<file path="src/sv/cgpsc_pkg.sv">
// ----------------------------------------------------------------------------
// cgpsc_pkg
// Types, widths, register indexes and reset values of the cruise gap PID
// speed controller.
// ----------------------------------------------------------------------------
package cgpsc_pkg;

	localparam int GAP_W   = 16;
	localparam int SPEED_W = 15;
	localparam int GAIN_W  = 16;
	localparam int IDX_W   = 3;
	localparam int DATA_W  = 16;
	localparam int ERR_W   = 17;
	localparam int DER_W   = 18;
	localparam int SUM_W   = 32;
	localparam int PP_W    = GAIN_W + ERR_W;
	localparam int PI_W    = GAIN_W + SUM_W;
	localparam int PD_W    = GAIN_W + DER_W;
	localparam int ACC_W   = PI_W + 1;
	localparam int FRAC_W  = 12;
	localparam int TERM_W  = ACC_W - FRAC_W;
	localparam int SPD_X_W = TERM_W + 1;

	localparam logic [IDX_W-1:0] REG_GAIN_P      = 3'd0;
	localparam logic [IDX_W-1:0] REG_GAIN_I      = 3'd1;
	localparam logic [IDX_W-1:0] REG_GAIN_D      = 3'd2;
	localparam logic [IDX_W-1:0] REG_DESIRED_GAP = 3'd3;
	localparam logic [IDX_W-1:0] REG_SAFE_GAP    = 3'd4;
	localparam logic [IDX_W-1:0] REG_SET_SPEED   = 3'd5;
	localparam logic [IDX_W-1:0] REG_SPEED_LIMIT = 3'd6;

	localparam logic signed [GAIN_W-1:0] RST_GAIN_P      = 16'sd410;
	localparam logic signed [GAIN_W-1:0] RST_GAIN_I      = 16'sd41;
	localparam logic signed [GAIN_W-1:0] RST_GAIN_D      = 16'sd82;
	localparam logic [GAP_W-1:0]         RST_DESIRED_GAP = 16'd5120;
	localparam logic [GAP_W-1:0]         RST_SAFE_GAP    = 16'd6400;
	localparam logic [SPEED_W-1:0]       RST_SET_SPEED   = 15'd25600;
	localparam logic [SPEED_W-1:0]       RST_SPEED_LIMIT = 15'd30720;

	typedef struct packed {
		logic [GAP_W-1:0]   gap;
		logic [SPEED_W-1:0] own_speed;
	} in_t;

	typedef struct packed {
		logic [SPEED_W-1:0] new_speed;
		logic               following;
	} out_t;

endpackage

</file>
<file path="src/sv/cruise_gap_pid_speed_control.sv">
// ----------------------------------------------------------------------------
// cruise_gap_pid_speed_control
// Adaptive cruise speed step: picks distance or speed error, runs one shared
// PID with a saturating error sum and clamps the commanded speed.
// ----------------------------------------------------------------------------
// One result per measurement, one measurement per cycle sustained while the
// output is not stalled. The first stage forms the error and updates the
// error sum and previous error, the second runs the three gain multiplies,
// the third sums, rounds and clamps into the output register. Every stage
// holds while the output is stalled. Configuration writes are taken at any
// time and must only be issued while the block is empty.
module cruise_gap_pid_speed_control (
	input  logic                            clk,
	input  logic                            arst_n,
	input  logic                            in_valid,
	output logic                            in_ready,
	input  cgpsc_pkg::in_t                  in_data,
	output logic                            out_valid,
	input  logic                            out_ready,
	output cgpsc_pkg::out_t                 out_data,
	input  logic                            cfg_valid,
	output logic                            cfg_ready,
	input  logic [cgpsc_pkg::IDX_W-1:0]     cfg_index,
	input  logic [cgpsc_pkg::DATA_W-1:0]    cfg_data
);

	logic signed [cgpsc_pkg::GAIN_W-1:0] gain_p_q, gain_i_q, gain_d_q;
	logic [cgpsc_pkg::GAP_W-1:0]         desired_gap_q, safe_gap_q;
	logic [cgpsc_pkg::SPEED_W-1:0]       set_speed_q, speed_limit_q;

	logic signed [cgpsc_pkg::SUM_W-1:0]  error_sum_q;
	logic signed [cgpsc_pkg::ERR_W-1:0]  last_error_q;

	logic                                v_s1, v_s2, v_s3;
	logic                                rdy_s1, rdy_s2, rdy_s3, rdy_out;
	logic                                adv_s1;

	logic [cgpsc_pkg::GAP_W-1:0]         gap_s1;
	logic [cgpsc_pkg::SPEED_W-1:0]       own_s1, own_s2, own_s3;
	logic                                follow_s2, follow_s3;
	logic signed [cgpsc_pkg::ERR_W-1:0]  err_s2;
	logic signed [cgpsc_pkg::SUM_W-1:0]  sum_s2;
	logic signed [cgpsc_pkg::DER_W-1:0]  der_s2;
	logic signed [cgpsc_pkg::PP_W-1:0]   pp_s3;
	logic signed [cgpsc_pkg::PI_W-1:0]   pi_s3;
	logic signed [cgpsc_pkg::PD_W-1:0]   pd_s3;

	logic                                follow_d;
	logic signed [cgpsc_pkg::ERR_W-1:0]  err_d;
	logic signed [cgpsc_pkg::SUM_W:0]    sum_wide_d;
	logic signed [cgpsc_pkg::SUM_W-1:0]  sum_d;
	logic signed [cgpsc_pkg::DER_W-1:0]  der_d;
	logic signed [cgpsc_pkg::PP_W-1:0]   pp_d;
	logic signed [cgpsc_pkg::PI_W-1:0]   pi_d;
	logic signed [cgpsc_pkg::PD_W-1:0]   pd_d;
	logic signed [cgpsc_pkg::ACC_W-1:0]  acc_d;
	logic signed [cgpsc_pkg::TERM_W-1:0] term_d;
	logic signed [cgpsc_pkg::SPD_X_W-1:0] speed_d;
	logic [cgpsc_pkg::SPEED_W-1:0]       new_speed_d;

	assign cfg_ready = 1'b1;

	always_ff @(posedge clk or negedge arst_n) begin
		if (!arst_n) begin
			gain_p_q      <= cgpsc_pkg::RST_GAIN_P;
			gain_i_q      <= cgpsc_pkg::RST_GAIN_I;
			gain_d_q      <= cgpsc_pkg::RST_GAIN_D;
			desired_gap_q <= cgpsc_pkg::RST_DESIRED_GAP;
			safe_gap_q    <= cgpsc_pkg::RST_SAFE_GAP;
			set_speed_q   <= cgpsc_pkg::RST_SET_SPEED;
			speed_limit_q <= cgpsc_pkg::RST_SPEED_LIMIT;
		end else if (cfg_valid && cfg_ready) begin
			unique case (cfg_index)
				cgpsc_pkg::REG_GAIN_P:      gain_p_q      <= $signed(cfg_data);
				cgpsc_pkg::REG_GAIN_I:      gain_i_q      <= $signed(cfg_data);
				cgpsc_pkg::REG_GAIN_D:      gain_d_q      <= $signed(cfg_data);
				cgpsc_pkg::REG_DESIRED_GAP: desired_gap_q <= cfg_data;
				cgpsc_pkg::REG_SAFE_GAP:    safe_gap_q    <= cfg_data;
				cgpsc_pkg::REG_SET_SPEED:   set_speed_q   <= cfg_data[cgpsc_pkg::SPEED_W-1:0];
				cgpsc_pkg::REG_SPEED_LIMIT: speed_limit_q <= cfg_data[cgpsc_pkg::SPEED_W-1:0];
				default: begin
				end
			endcase
		end
	end

	assign rdy_out  = !out_valid || out_ready;
	assign rdy_s3   = !v_s3 || rdy_out;
	assign rdy_s2   = !v_s2 || rdy_s3;
	assign rdy_s1   = !v_s1 || rdy_s2;
	assign in_ready = rdy_s1;
	assign adv_s1   = v_s1 && rdy_s2;

	always_ff @(posedge clk or negedge arst_n) begin
		if (!arst_n) begin
			v_s1      <= 1'b0;
			v_s2      <= 1'b0;
			v_s3      <= 1'b0;
			out_valid <= 1'b0;
		end else begin
			if (rdy_s1) begin
				v_s1 <= in_valid;
			end
			if (rdy_s2) begin
				v_s2 <= v_s1;
			end
			if (rdy_s3) begin
				v_s3 <= v_s2;
			end
			if (rdy_out) begin
				out_valid <= v_s3;
			end
		end
	end

	always_comb begin
		follow_d = gap_s1 < safe_gap_q;
		if (follow_d) begin
			err_d = $signed({1'b0, gap_s1}) - $signed({1'b0, desired_gap_q});
		end else begin
			err_d = $signed({2'b00, set_speed_q}) - $signed({2'b00, own_s1});
		end
		sum_wide_d = $signed({error_sum_q[cgpsc_pkg::SUM_W-1], error_sum_q})
			+ (cgpsc_pkg::SUM_W + 1)'(err_d);
		if (sum_wide_d[cgpsc_pkg::SUM_W] != sum_wide_d[cgpsc_pkg::SUM_W-1]) begin
			sum_d = sum_wide_d[cgpsc_pkg::SUM_W] ?
				{1'b1, {(cgpsc_pkg::SUM_W-1){1'b0}}} :
				{1'b0, {(cgpsc_pkg::SUM_W-1){1'b1}}};
		end else begin
			sum_d = sum_wide_d[cgpsc_pkg::SUM_W-1:0];
		end
		der_d = cgpsc_pkg::DER_W'(err_d) - cgpsc_pkg::DER_W'(last_error_q);
	end

	always_ff @(posedge clk or negedge arst_n) begin
		if (!arst_n) begin
			error_sum_q  <= '0;
			last_error_q <= '0;
		end else if (adv_s1) begin
			error_sum_q  <= sum_d;
			last_error_q <= err_d;
		end
	end

	always_ff @(posedge clk) begin
		if (rdy_s1 && in_valid) begin
			gap_s1 <= in_data.gap;
			own_s1 <= in_data.own_speed;
		end
		if (adv_s1) begin
			err_s2    <= err_d;
			sum_s2    <= sum_d;
			der_s2    <= der_d;
			own_s2    <= own_s1;
			follow_s2 <= follow_d;
		end
		if (rdy_s3 && v_s2) begin
			pp_s3     <= pp_d;
			pi_s3     <= pi_d;
			pd_s3     <= pd_d;
			own_s3    <= own_s2;
			follow_s3 <= follow_s2;
		end
		if (rdy_out && v_s3) begin
			out_data.new_speed <= new_speed_d;
			out_data.following <= follow_s3;
		end
	end

	assign pp_d = cgpsc_pkg::PP_W'(gain_p_q) * cgpsc_pkg::PP_W'(err_s2);
	assign pi_d = cgpsc_pkg::PI_W'(gain_i_q) * cgpsc_pkg::PI_W'(sum_s2);
	assign pd_d = cgpsc_pkg::PD_W'(gain_d_q) * cgpsc_pkg::PD_W'(der_s2);

	always_comb begin
		acc_d = cgpsc_pkg::ACC_W'(pp_s3) + cgpsc_pkg::ACC_W'(pi_s3)
			+ cgpsc_pkg::ACC_W'(pd_s3) + cgpsc_pkg::ACC_W'(2048);
		term_d  = acc_d[cgpsc_pkg::ACC_W-1:cgpsc_pkg::FRAC_W];
		speed_d = $signed({{(cgpsc_pkg::SPD_X_W-cgpsc_pkg::SPEED_W){1'b0}}, own_s3})
			+ cgpsc_pkg::SPD_X_W'(term_d);
		priority if (speed_d[cgpsc_pkg::SPD_X_W-1]) begin
			new_speed_d = '0;
		end else if (speed_d > $signed({{(cgpsc_pkg::SPD_X_W-cgpsc_pkg::SPEED_W){1'b0}},
			speed_limit_q})) begin
			new_speed_d = speed_limit_q;
		end else begin
			new_speed_d = speed_d[cgpsc_pkg::SPEED_W-1:0];
		end
	end

`ifndef NO_ASSERTIONS
	// The controller state moves only when an item leaves the first stage.
	a_state_hold: assert property (@(posedge clk) disable iff (!arst_n)
		!adv_s1 |=> $stable(error_sum_q) && $stable(last_error_q))
		else $error("PID state changed without a transfer out of stage one");

	// An empty first stage never blocks the input.
	a_in_ready: assert property (@(posedge clk) disable iff (!arst_n)
		!v_s1 |-> in_ready)
		else $error("input stalled with an empty first stage");

	// A stalled middle stage keeps its operands.
	a_s2_hold: assert property (@(posedge clk) disable iff (!arst_n)
		v_s2 && !rdy_s3 |=> v_s2 && $stable(err_s2) && $stable(sum_s2))
		else $error("stage two lost its operands under a stall");

	// The clamp bounds the commanded speed by the limit.
	a_clamp: assert property (@(posedge clk) disable iff (!arst_n)
		v_s3 |-> new_speed_d <= speed_limit_q)
		else $error("commanded speed above the speed limit");
`endif

endmodule
</file>
<file path="config.mk">
export PLATFORM = sky130hd
export DESIGN_NAME = cruise_gap_pid_speed_control
export DESIGN_NICKNAME = d
export VERILOG_FILES = /design/src/sv/cgpsc_pkg.sv /design/src/sv/cruise_gap_pid_speed_control.sv
export SDC_FILE = /design/constraint.sdc
export NUM_CORES = 2
export LEC_CHECK = 0
export ABC_AREA = 0
export BUFFER_PORTS_ARGS = -buffer_cell sky130_fd_sc_hd__buf_2
export CAP_MARGIN = 0
export CORE_MARGIN = 1.5
export CORE_UTILIZATION = 67
export DETAILED_ROUTE_END_ITERATION = 12
export GPL_TIMING_DRIVEN = 0
export PLACE_DENSITY = 0.84
export RECOVER_POWER = 25
export SLEW_MARGIN = 30
export SYNTH_ARGS = -nofsm -noshare
export SYNTH_HDL_FRONTEND = slang
export SYNTH_SLANG_ARGS = --single-unit
</file>
<file path="constraint.sdc">
create_clock -name clk -period 9.6 [get_ports clk]
set_input_delay 0.48 -clock clk [delete_from_list [all_inputs] [get_ports clk]]
set_output_delay 0.48 -clock clk [all_outputs]
set_load 0.05 [all_outputs]
</file>
==> reports/metrics.csv <==
metric,value,unit
fp.dieW,307,µm
cts.sinks,424,
fin_skew,0.0882,ns
yosysWarnings,0,
synth.ff_latch_count,424,
dieArea,94500,µm²
multi_input_area,44500,µm²
grt_pass1_vias,48478,
timing.final.crit_period,9.13,ns
core,91800,µm²
place_ws,0.646,ns
htree_levels,2,
mostFrequentLayoutCell,inv_1,
critPathArrivalTime,9.44,ns
crit_end,pp_s3[32],
most-common-layout-cells,"inv_1 (1,296), fa_1 (1,104), nand2_1 (754)",
cts_tree,done,
route.vias.total,45784,
die_h,307,µm
routedWlPerCell,22.7,µm
path_class,register to register,
rows,111,
final_hold_viol_count,0,
area_growth,6.60,%
grt_max_degree,70,
path_common_cell,fa_1,
slew_headroom,-2.09,
clk_pin_slew_worst_paths,0.07,ns
fill_cells,6454,
cp-startpoint,gain_p_q[4],
final_nets,8080,
fin_ws,0.469,ns
synthArstFlopShare,0.384,
finalInstanceArea,66200,µm²
cp.required,9.91,ns
synth_top_cell_area_share,0.356,
hp-start,in_data[1],
cp-end-kind,register,
start_util,0.676,
synth_area_leaders,"fa_1 (36%), edfxtp_1 (13%), ha_1 (10%)",
syn_area_per_cell,9.92,µm²
firstDrtPassIters,6,
place_area,64200,µm²
io_buffers,70,
drive_gt1_frac,0.0565,
drv_slew,104,
utilization,0.721,
yosysSeqAreaShare,0.192,
clock_path_buffers,3,
top_level_ports,74,
ant_nets,0,
fmax,110,MHz
drc,0,
dp_hpwl,142000,µm
tns,0,ns
outcome,finished with violations,
grt_pass1_wl,273000,µm
cpMaxStageDelayCell,fa_1,
reg2reg_slack,0.47,ns
r2r-start,gain_p_q[4],
finalCritPeriodShare,0.951,
area.sequential,11900,µm²
grt_overflow,0,
drt_iter0_markers,3987,
r2r_cells,26,
ys.flop_type,edfxtp_1,
synth_cells,6260,
synth_edf_count,261,
cpPeakStageDelay,0.55,ns
cts-buffers-inserted,48,
synth_largest_area_cell,fa_1,
r2r_end,pp_s3[32],
wirelength,175000,µm
via_per_inst,5.93,
synthesis.area,62100,µm²
grt.total_usage,0.385,
rsz0062_at_grt,false,
hold_class,primary input to register,
tightest_slew,4.63,ns
clock_latency,0.66,ns
place.gp.congestion,1.03,
synth_nets,7920,
startpoint_type,register,
grt_antenna_before_repair,17,
yosysUniqueCellTypes,90,
postCtsSetupRepairBufs,0,
critPathMaxFanout,10,
violations,"capacitance limit, slew limit",
clock_tree.root_cell,clkbuf_16,
cap_viol_max_count,2,
setup_viol,0,
how the worst min path moves through the flow:
stage | end | depth (start not counted)
2_1_floorplan | desired_gap_q[0] | 0
3_3_place_gp | out_data[0] | 0
3_5_place_dp | gain_d_q[12] | 1
4_1_cts | own_s1[6] | 1
5_1_grt | gap_s1[5] | 1
6_report | own_s1[1] | 1
area by class of cell:
cell class / count / share of cell area
antenna: 20 / 0.000756
buffer: 213 / 0.0128
clock buffer: 60 / 0.0190
clock inverter: 30 / 0.00582
inverter: 1296 / 0.0735
multi-input combinational: 4325 / 0.672
sequential: 424 / 0.180
tap: 1243 / 0.0235
timing repair buffer: 112 / 0.0123
logic make-up (layout without fill, tap and decap cells):
group	after synthesis	count (layout)	synth area share
compound gates	697	697	0.0701
mux	136	136	0.0247
fa+ha+maj	1609	1609	0.458
xor+xnor	242	242	0.0341
other cells	1	21	0.0000604
buf+inv	1511	1711	0.0921
simple gates	1640	1640	0.129
flops	424	424	0.192
Yosys cell counts, types with 23 or more instances:
cell,count
edfxtp_1,261
nor2b_1,34
a31oi_1,25
nor3_1,42
nor2_1,146
a21oi_1,233
xor2_1,66
o21bai_1,36
dfstp_2,23
and2_1,397
nand2_1,754
nand3_1,66
inv_1,1296
o21ai_0,155
dfrtp_1,140
and3_1,25
clkbuf_1,206
mux2_2,129
ha_1,501
a21o_1,90
nand2b_1,97
fa_1,1104
xnor2_1,176
worst max-delay path: cells and delay by family (launching register included):
| family | cells | cell delay (ns) |
|---|---|---|
| compound gates | 9 | 2.53 |
| buf+inv | 5 | 1.00 |
| fa+ha+maj | 7 | 3.42 |
| flops | 1 | 0.52 |
| simple gates | 4 | 0.83 |
| xor+xnor | 1 | 0.44 |
sequential cells by signal, summed over array words and instances (netlist names), 17 cells and up:
register and cells:
pi_s3 48, pd_s3 34, pp_s3 33, error_sum_q 32, sum_s2 32, der_s2 18, err_s2 17, last_error_q 17
timing repair:
action / CTS / global route
resized for setup: 0 / 0
hold buffers: 29 / 1
endpoints found under the setup margin: 0 / 1
hold endpoints to repair: 61 / 1
through the flow:
stage               hold slack, ns  std cells
detailed placement           0.364       7584
floorplan                    0.184       6260
finish                      0.0250       7723
global placement             0.404       7573
global route               0.00453       7716
CTS                        0.00267       7703
layer usage:
metal	track usage	share of wire	up-vias
met5	0	0.00045	-
met4	0.204	0.060	12
met3	0.113	0.12	595
met2	0.608	0.46	2302
met1	0.481	0.36	23036
li1	-	-	19839
Power is not shown: default switching activity piles up to over one toggle a cycle in this logic, so the estimate is an artifact.
